[src/dprc_pkg.sv]
// Shared types and constants for the data packet receive checker.
// No dependencies; the files that use it refer to this package by scoped names.
package dprc_pkg;

  localparam int POS_W = 12;
  localparam logic [POS_W-1:0] POS_MAX = {POS_W{1'b1}};

  // Byte positions that open each header field; the payload follows the header.
  localparam logic [POS_W-1:0] CLOSE_POS    = 12'd0;
  localparam logic [POS_W-1:0] SEQ_POS      = 12'd1;
  localparam logic [POS_W-1:0] TOTAL_POS    = 12'd5;
  localparam logic [POS_W-1:0] CSUM_POS     = 12'd9;
  localparam logic [POS_W-1:0] LEN_POS      = 12'd13;
  localparam logic [POS_W-1:0] HEADER_BYTES = 12'd17;

  typedef struct packed {
    logic [7:0]  frame_byte;
    logic        frame_end;
    logic [30:0] bytes_received;
  } in_t;

  typedef struct packed {
    logic               verdict;
    logic [7:0]         close_flag;
    logic signed [31:0] seq_number;
    logic signed [31:0] total_size;
    logic signed [31:0] payload_length;
  } out_t;

  // One finished frame as the parser hands it to the checker stage.
  typedef struct packed {
    logic [7:0]         close_flag;
    logic signed [31:0] seq;
    logic signed [31:0] total;
    logic [31:0]        csum;
    logic signed [31:0] length;
    logic [31:0]        run_sum;
    logic [30:0]        rcvd;
  } frame_rec_t;

endpackage

[src/data_packet_receive_checker_core.sv]
// Records pass the frame queue and checker register into the result queue.
// Throughput: one byte per cycle; one checker verdict per cycle unless res_full.
// The parser stalls (in_full) only when the frame queue to the checker is full.
// Reset (rst_n low, synchronous) empties both queues, clears per-frame state
// and sets expected_bytes to zero.
module data_packet_receive_checker_core #(
  parameter int MAX_PAYLOAD       = 1024,
  parameter int FRAME_QUEUE_DEPTH = 2,
  parameter int RESULT_QUEUE_DEPTH = 2
) (
  input  logic           clk,
  input  logic           rst_n,
  // Input request channel: one frame byte per request.
  input  logic           in_push,
  input  dprc_pkg::in_t  in_data,
  output logic           in_full,
  // Result channel: one verdict plus header fields per frame.
  output logic           out_empty,
  input  logic           out_pop,
  output dprc_pkg::out_t out_data,
  // Configuration: expected transfer size.
  input  logic           cfg_wr_en,
  input  logic [30:0]    cfg_wr_data
);

  logic [30:0]          expected_r;

  logic                 rec_push, rec_full, rec_pop, rec_empty;
  dprc_pkg::frame_rec_t rec_in, rec_out;

  logic                 res_push, res_full;
  dprc_pkg::out_t       res_data;

  // Expected size: the user writes it only while the block is idle; not enforced.
  always_ff @(posedge clk) begin
    if (!rst_n) begin
      expected_r <= '0;
    end else if (cfg_wr_en) begin
      expected_r <= cfg_wr_data;
    end
  end

  // Front: parse header bytes, accumulate the payload sum, emit a record per frame.
  dprc_front u_front (
    .clk      (clk),
    .rst_n    (rst_n),
    .in_push  (in_push),
    .in_data  (in_data),
    .in_full  (in_full),
    .rec_full (rec_full),
    .rec_push (rec_push),
    .rec_data (rec_in)
  );

  // Decouple the parser from the checker so either side may stall alone.
  dprc_fifo #(
    .item_t (dprc_pkg::frame_rec_t),
    .DEPTH  (FRAME_QUEUE_DEPTH)
  ) u_frame_q (
    .clk   (clk),
    .rst_n (rst_n),
    .push  (rec_push),
    .din   (rec_in),
    .full  (rec_full),
    .pop   (rec_pop),
    .dout  (rec_out),
    .empty (rec_empty)
  );

  // Back: apply the packet rules and produce the verdict.
  dprc_judge #(
    .MAX_PAYLOAD (MAX_PAYLOAD)
  ) u_judge (
    .clk            (clk),
    .rst_n          (rst_n),
    .expected_bytes (expected_r),
    .rec_empty      (rec_empty),
    .rec_data       (rec_out),
    .rec_pop        (rec_pop),
    .res_full       (res_full),
    .res_push       (res_push),
    .res_data       (res_data)
  );

  // Results wait here until the consumer pops them.
  dprc_fifo #(
    .item_t (dprc_pkg::out_t),
    .DEPTH  (RESULT_QUEUE_DEPTH)
  ) u_result_q (
    .clk   (clk),
    .rst_n (rst_n),
    .push  (res_push),
    .din   (res_data),
    .full  (res_full),
    .pop   (out_pop),
    .dout  (out_data),
    .empty (out_empty)
  );

endmodule

[src/dprc_fifo.sv]
// Small first-in first-out queue of registers with empty/full flags.
// Generic over the item type; used between parser and checker and at the output.
module dprc_fifo #(
  parameter type item_t = logic [7:0],
  parameter int  DEPTH  = 2
) (
  input  logic  clk,
  input  logic  rst_n,
  input  logic  push,
  input  item_t din,
  output logic  full,
  input  logic  pop,
  output item_t dout,
  output logic  empty
);

  localparam int PW = (DEPTH > 1) ? $clog2(DEPTH) : 1;
  localparam int CW = $clog2(DEPTH + 1);
  localparam logic [PW-1:0] LAST_PTR = PW'(DEPTH - 1);
  localparam logic [CW-1:0] FULL_CNT = CW'(DEPTH);

  item_t         mem [DEPTH];
  logic [PW-1:0] wr_ptr_r, rd_ptr_r;
  logic [CW-1:0] count_r;
  logic          do_wr, do_rd;

  assign full  = (count_r == FULL_CNT);
  assign empty = (count_r == '0);
  assign do_wr = push && !full;
  assign do_rd = pop && !empty;
  assign dout  = mem[rd_ptr_r];

  always_ff @(posedge clk) begin
    if (do_wr) begin
      mem[wr_ptr_r] <= din;
    end
  end

  always_ff @(posedge clk) begin
    if (!rst_n) begin
      wr_ptr_r <= '0;
      rd_ptr_r <= '0;
      count_r  <= '0;
    end else begin
      if (do_wr) begin
        wr_ptr_r <= (wr_ptr_r == LAST_PTR) ? '0 : wr_ptr_r + 1'b1;
      end
      if (do_rd) begin
        rd_ptr_r <= (rd_ptr_r == LAST_PTR) ? '0 : rd_ptr_r + 1'b1;
      end
      case ({do_wr, do_rd})
        2'b10:   count_r <= count_r + 1'b1;
        2'b01:   count_r <= count_r - 1'b1;
        default: count_r <= count_r;
      endcase
    end
  end

endmodule

[src/dprc_front.sv]
// Frame parser: builds header words and payload sum one byte per cycle while
// rec_full is low. Uses dprc_pkg; pushes a frame_rec_t on each final byte.
module dprc_front (
  input  logic               clk,
  input  logic               rst_n,
  input  logic               in_push,
  input  dprc_pkg::in_t      in_data,
  output logic               in_full,
  input  logic               rec_full,
  output logic               rec_push,
  output dprc_pkg::frame_rec_t rec_data
);

  logic [dprc_pkg::POS_W-1:0] pos_r, pos_nxt;
  logic [7:0]  close_r, close_nxt;
  logic [31:0] seq_r, seq_nxt;
  logic [31:0] total_r, total_nxt;
  logic [31:0] csum_r, csum_nxt;
  logic [31:0] len_r, len_nxt;
  logic [31:0] sum_r, sum_nxt;
  logic        accept;
  logic [1:0]  lane;
  logic [7:0]  b;
  logic [dprc_pkg::POS_W-1:0] pay_idx;
  logic        in_payload;

  function automatic logic [31:0] put_lane(input logic [31:0] w, input logic [1:0] ln,
                                           input logic [7:0] v);
    logic [31:0] r;
    r = w;
    r[ln*8 +: 8] = v;
    return r;
  endfunction

  assign accept  = in_push && !rec_full;
  assign in_full = rec_full;
  assign b       = in_data.frame_byte;
  // Every header word starts one past a multiple of four.
  assign lane    = pos_r[1:0] - 2'd1;
  assign pay_idx = pos_r - dprc_pkg::HEADER_BYTES;
  assign in_payload = (pos_r >= dprc_pkg::HEADER_BYTES) && !len_r[31] &&
                      ({20'd0, pay_idx} < len_r);

  always_comb begin
    close_nxt = close_r;
    seq_nxt   = seq_r;
    total_nxt = total_r;
    csum_nxt  = csum_r;
    len_nxt   = len_r;
    sum_nxt   = sum_r;
    if (pos_r == dprc_pkg::CLOSE_POS) begin
      close_nxt = b;
    end else if (pos_r < dprc_pkg::TOTAL_POS) begin
      seq_nxt = put_lane(seq_r, lane, b);
    end else if (pos_r < dprc_pkg::CSUM_POS) begin
      total_nxt = put_lane(total_r, lane, b);
    end else if (pos_r < dprc_pkg::LEN_POS) begin
      csum_nxt = put_lane(csum_r, lane, b);
    end else if (pos_r < dprc_pkg::HEADER_BYTES) begin
      len_nxt = put_lane(len_r, lane, b);
    end else if (in_payload) begin
      sum_nxt = sum_r + {{24{b[7]}}, b};
    end
    pos_nxt = (pos_r == dprc_pkg::POS_MAX) ? pos_r : pos_r + 1'b1;
  end

  assign rec_push            = accept && in_data.frame_end;
  assign rec_data.close_flag = close_nxt;
  assign rec_data.seq        = signed'(seq_nxt);
  assign rec_data.total      = signed'(total_nxt);
  assign rec_data.csum       = csum_nxt;
  assign rec_data.length     = signed'(len_nxt);
  assign rec_data.run_sum    = sum_nxt;
  assign rec_data.rcvd       = in_data.bytes_received;

  always_ff @(posedge clk) begin
    if (!rst_n || rec_push) begin
      // Clear all per-frame state once the frame has been handed on.
      pos_r   <= '0;
      close_r <= '0;
      seq_r   <= '0;
      total_r <= '0;
      csum_r  <= '0;
      len_r   <= '0;
      sum_r   <= '0;
    end else if (accept) begin
      pos_r   <= pos_nxt;
      close_r <= close_nxt;
      seq_r   <= seq_nxt;
      total_r <= total_nxt;
      csum_r  <= csum_nxt;
      len_r   <= len_nxt;
      sum_r   <= sum_nxt;
    end
  end

endmodule

[src/dprc_judge.sv]
// Frame checker: applies the packet rules to a frame record per cycle unless res_full.
// Uses dprc_pkg; a multiply stage feeds the rule compare that writes the result queue.
module dprc_judge #(
  parameter int MAX_PAYLOAD = 1024
) (
  input  logic                 clk,
  input  logic                 rst_n,
  input  logic [30:0]          expected_bytes,
  input  logic                 rec_empty,
  input  dprc_pkg::frame_rec_t rec_data,
  output logic                 rec_pop,
  input  logic                 res_full,
  output logic                 res_push,
  output dprc_pkg::out_t       res_data
);

  localparam int MW = $clog2(MAX_PAYLOAD + 1);
  localparam int PW = 32 + MW + 1;
  localparam logic signed [MW:0]   MAXP_S = (MW + 1)'(MAX_PAYLOAD);
  localparam logic signed [31:0]   MAXP_W = 32'(MAX_PAYLOAD);
  localparam logic signed [PW-1:0] MAXP_P = PW'(MAXP_S);

  dprc_pkg::frame_rec_t s1_rec_r;
  logic                 s1_v_r;
  logic signed [PW-1:0] s1_prod_r;
  logic                 advance;

  logic signed [PW-1:0] exp_p, prod_next;
  logic [31:0]          remain;
  logic                 seq_is_last, seq_before_last, bad;

  assign advance  = !s1_v_r || !res_full;
  assign rec_pop  = !rec_empty && advance;
  assign res_push = s1_v_r && !res_full;

  // seq * MAX_PAYLOAD, registered before the rule compare.
  always_ff @(posedge clk) begin
    if (advance) begin
      s1_rec_r  <= rec_data;
      s1_prod_r <= PW'(rec_data.seq) * MAXP_P;
    end
  end

  always_ff @(posedge clk) begin
    if (!rst_n) begin
      s1_v_r <= 1'b0;
    end else if (advance) begin
      s1_v_r <= !rec_empty;
    end
  end

  // With P = ceil(expected / MAX_PAYLOAD): seq == P-1 holds exactly when
  // seq*M < expected <= (seq+1)*M, and seq < P-1 when (seq+1)*M < expected.
  always_comb begin
    exp_p           = PW'(signed'({1'b0, expected_bytes}));
    prod_next       = s1_prod_r + MAXP_P;
    seq_is_last     = (s1_prod_r < exp_p) && (prod_next >= exp_p);
    seq_before_last = (prod_next < exp_p);
    remain          = {1'b0, expected_bytes} - {1'b0, s1_rec_r.rcvd};
    bad = 1'b0;
    if (s1_rec_r.seq == 32'sd0 && s1_rec_r.length == 32'sd0) bad = 1'b1;
    if (s1_rec_r.length <= 32'sd0) bad = 1'b1;
    if (seq_is_last && (remain != s1_rec_r.length)) bad = 1'b1;
    if (seq_before_last && (s1_rec_r.length < MAXP_W)) bad = 1'b1;
    if (s1_rec_r.total == 32'sd0 && s1_rec_r.seq > 32'sd0) bad = 1'b1;
    if (s1_rec_r.length > MAXP_W) bad = 1'b1;
    if (s1_rec_r.run_sum != s1_rec_r.csum) bad = 1'b1;
  end

  assign res_data.verdict        = bad;
  assign res_data.close_flag     = s1_rec_r.close_flag;
  assign res_data.seq_number     = s1_rec_r.seq;
  assign res_data.total_size     = s1_rec_r.total;
  assign res_data.payload_length = s1_rec_r.length;

endmodule

[config.mk]
export PLATFORM = sky130hd
export DESIGN_NAME = data_packet_receive_checker_core
export DESIGN_NICKNAME = d
export VERILOG_FILES = /design/src/dprc_pkg.sv /design/src/data_packet_receive_checker_core.sv /design/src/dprc_fifo.sv /design/src/dprc_front.sv /design/src/dprc_judge.sv
export SDC_FILE = /design/constraint.sdc
export NUM_CORES = 2
export LEC_CHECK = 0
export ABC_AREA = 1
export ABC_CLOCK_PERIOD_IN_PS = 36600
export BUFFER_PORTS_ARGS = -buffer_cell sky130_fd_sc_hd__buf_2
export CORE_ASPECT_RATIO = 0.7
export CORE_UTILIZATION = 40
export CTS_BUF_LIST = sky130_fd_sc_hd__clkbuf_4 sky130_fd_sc_hd__clkbuf_8 sky130_fd_sc_hd__clkbuf_16
export DETAILED_ROUTE_END_ITERATION = 16
export HOLD_SLACK_MARGIN = 0.03
export PLACE_DENSITY_LB_ADDON = 0.12
export SYNTH_ARGS = -nofsm -noshare
export SYNTH_HDL_FRONTEND = slang
export SYNTH_SLANG_ARGS = --single-unit
[constraint.sdc]
create_clock -name clk -period 36.6 [get_ports clk]
set_clock_uncertainty 0.05 [all_clocks]
set_input_delay 10.98 -clock clk [delete_from_list [all_inputs] [get_ports clk]]
set_output_delay 10.98 -clock clk [all_outputs]
set_load 0.02 [all_outputs]
==> impl_metrics.yaml <==
clocking:
  clk_latency_ns: 0.71
  clk_path_buf_depth: 3
  htree_num_levels: 3
  post_cts_buffers: 0
  clock-root-buffer: "clkbuf_16"
  cts_tree: "built"
  cts_resized: 0
  numCtsBuffers: 101
  postCtsHoldBufs: 0
  cts_sinks: 1028
  clkSlewWorstSetupHoldPaths_ns: 0.06
global_routing:
  grtUsageTotal_pct: 20.7
  grt_pass1_vias: 29200
  grt_max_degree: 241
  grt_first_pass_wirelength_um: 182000
  antenna_found_initial: 4
  grt-ovfl-total: 0
pwr:
  switching_share_pct: 34.6
  intPower_uw: 2520
  combPwrFrac_pct: 27.2
  peakVddDrop_mv: 0.0495
  clkPwrFrac_pct: 27.4
  p_leak_uw: 0.0218
  switching_power_uw: 1330
  pwr-share-seq_pct: 45.4
  p_per_area_nw_per_um2: 74.2
  total_power_uw: 3850
sta:
  setup_violations: 0
  worstMarginPinSlew_ns: 1.35
  slew_headroom_pct: 9.05
  period_needed_ns: 15.08
  fin_hold_ws_ns: 0.387
  rsz0062_at_grt: "no"
  fmax_mhz: 66.3
  report.final.slew_viol_count: 0
  hold_viol: 0
  final.setup.tns_ns: 0
  fin_crit_sh_pct: 41.2
yosys:
  synth_edf_count: 807
  ys_warn_count: 0
  yosysSeqAreaShare_pct: 62.4
  async_flop_share_pct: 0
  syn_area_per_cell_um2: 10.1
  netlist_area_um2: 45900
  ys.flop_type: "edfxtp_1"
  synth_cell_types: 49
  syn_inst: 4553
  synth_nets: 4757
  yosys_register_bits: 1028
  synth_top_area_share_pct: 52.8
  synth.area.top_cells: "edfxtp_1, dfxtp_1, nand2_1, inv_1, o21ai_0"
  yosys.area.top_type: "edfxtp_1"
setup_path:
  cp-startpoint: "in_push"
  critPathLaunchType: "primary input"
  path_cells: "buf_2 > o21ai_4 > buf_12 > inv_2 > nand2_1 > nor2_4 > buf_4 > buf_4"
  path_class: "in2reg"
  slowest_delay_ns: 0.90
  reg2reg_slack_ns: 31.32
  crit_required_ns: 36.87
  cp.arrival_ns: 15.35
  cp_common_cell: "buf_4"
  path_max_fanout: 240
  crit_path_end_kind: "flop"
  slowest_stage: "nor2_4"
  reg2reg_depth: 7
  timing.rr.start: "u_frame_q.count_r[0]"
  r2r_end: "u_frame_q.mem[1][146]"
floorplan:
  start_util_pct: 40.5
  ios: 183
  rows: 103
  die_h_um: 286
  dieArea_um2: 116000
  core_area_um2: 113000
  die_w_um: 407
finish:
  nets: 4931
  seq_area_um2: 28700
  final_layout_size_suffix_gt1_share_pct: 11.6
  multiInputGateArea_um2: 14600
  syn_to_final_growth_pct: 13.1
  num_antenna_cells: 0
  fill_cells: 10600
route:
  wl_um: 121000
  drt-initial-drc-count: 2583
  post_drt_wl_per_cell_um: 19.1
  drt-pass1-iter-count: 5
  drc: 0
  postRouteAntennaNets: 0
  vias: 31500
  vias_per_cell: 4.97
status:
  outcome: "finished, final reports clean"
flow_run:
  maxCapViolCount: 0
place:
  routabilityCongestion: 0.918
  port_buffers: 182
  dp_hpwl_um: 82900
worst_hold_path:
  min_to: "u_result_q.mem[0][101]"
  hp-start: "u_judge.res_data[101]"
  holdPathStages: 0
  hp-class: "reg2reg"
==> cells in the final DEF (no fill, tap or decap), types with 106 or more instances in the layout <==
| cell | n |
|---|---|
| nand3_1 | 106 |
| nor2_1 | 310 |
| nand2_1 | 1162 |
| o21ai_0 | 359 |
| mux2_2 | 106 |
| ha_1 | 126 |
| a21oi_1 | 266 |
| edfxtp_1 | 807 |
| buf_2 | 182 |
| inv_1 | 570 |
| dfxtp_1 | 219 |
==> worst max-delay path, delay by kind of cell <==
kind | cells | cell delay, ns
buffers and inverters | 5 | 2.72
and+or+nand+nor | 2 | 1.32
AOI/OAI and AO/OA | 1 | 0.07
==> final cells by class <==
class                      instances  share of cell area, %
clock inverter                    56                   1.05
timing repair buffer             221                   2.39
multi-input combinational       2798                   28.1
inverter                         577                   4.18
tap                             1522                   3.67
clock buffer                     134                   5.42
sequential                      1028                   55.2
==> Yosys cell counts (32+ instances only) <==
| master | instances |
|---|---|
| nor2_1 | 314 |
| clkbuf_1 | 124 |
| o21ai_0 | 359 |
| inv_1 | 571 |
| dfxtp_1 | 221 |
| o21ai_1 | 32 |
| nand3_1 | 107 |
| nand2_1 | 1163 |
| nor4_1 | 33 |
| nand4_1 | 34 |
| edfxtp_1 | 807 |
| a21oi_1 | 266 |
| mux2_2 | 106 |
| nor3_1 | 56 |
| ha_1 | 126 |
| xor2_1 | 62 |
==> registers in the layout, summed over array words and instances, names as in the netlist, 2 cells and up, named ones only <==
| signal | count |
|---|---|
| u_frame_q.count_r | 2 |
| expected_r | 31 |
| u_front.seq_r | 32 |
| u_judge.s1_rec_r | 95 |
| u_result_q.count_r | 2 |
| u_front.close_r | 8 |
| u_front.pos_r | 12 |
| u_frame_q.mem | 398 |
| u_result_q.mem | 210 |
| u_front.sum_r | 32 |
| u_front.len_r | 32 |
| u_front.csum_r | 32 |
| u_front.total_r | 32 |
| u_judge.res_data | 104 |
==> kinds of logic (layout without fill, tap and decap cells) <==
group	count (synthesis)	after routing	synth area share, %
buffers and inverters	727	988	6.00
and+or+nand+nor	1753	1753	15.5
adders and majority gates	128	128	3.52
muxes	106	106	2.60
DFF	1028	1028	62.4
AOI/OAI and AO/OA	725	725	8.31
xor gates and xnor gates	86	86	1.64
==> worst max-delay path by stage <==
stage                       endpoint  cells past startpoint  slack, ns
6_report       u_frame_q.mem[1][146]                      8      21.52
5_1_grt        u_frame_q.mem[1][125]                      8      21.18
4_1_cts        u_frame_q.mem[1][146]                      8      21.46
3_5_place_dp   u_frame_q.mem[1][144]                      8      20.69
3_3_place_gp   u_frame_q.mem[1][144]                      8      20.79
2_1_floorplan    u_frame_q.mem[0][0]                      4      16.16
==> power groups by stage <==
stage,clock (µW),combinational (µW),sequential [µW]
after floorplan,0,745,1700
after global placement,0,1050,1770
after detailed placement,0,1050,1780
after CTS,1080,1060,1750
after global routing,1130,1190,1780
final,1050,1050,1750
==> stage by stage <==
step / cell area, µm² / std cells / utilization, % / setup WS [ns]
detailed placement: 48600 / 6146 / 42.9 / 20.69
global route: 52000 / 6336 / 45.9 / 21.18
global placement: 48600 / 6146 / 42.9 / 20.79
floorplan: 45900 / 4553 / - / 16.16
finish: 52000 / 6336 / 45.9 / 21.52
CTS: 52000 / 6336 / 45.9 / 21.46
==> routing by layer <==
layer | routed length [µm] | track usage, % | vias up
met1 | 59600 | 31.1 | 15000
met3 | 7160 | 3.91 | 153
met4 | 2500 | 4.61 | 0
li1 | - | - | 15600
met2 | 51600 | 30.7 | 741
met5 | 0 | 0 | -
Power figures use the tool's default switching activity.
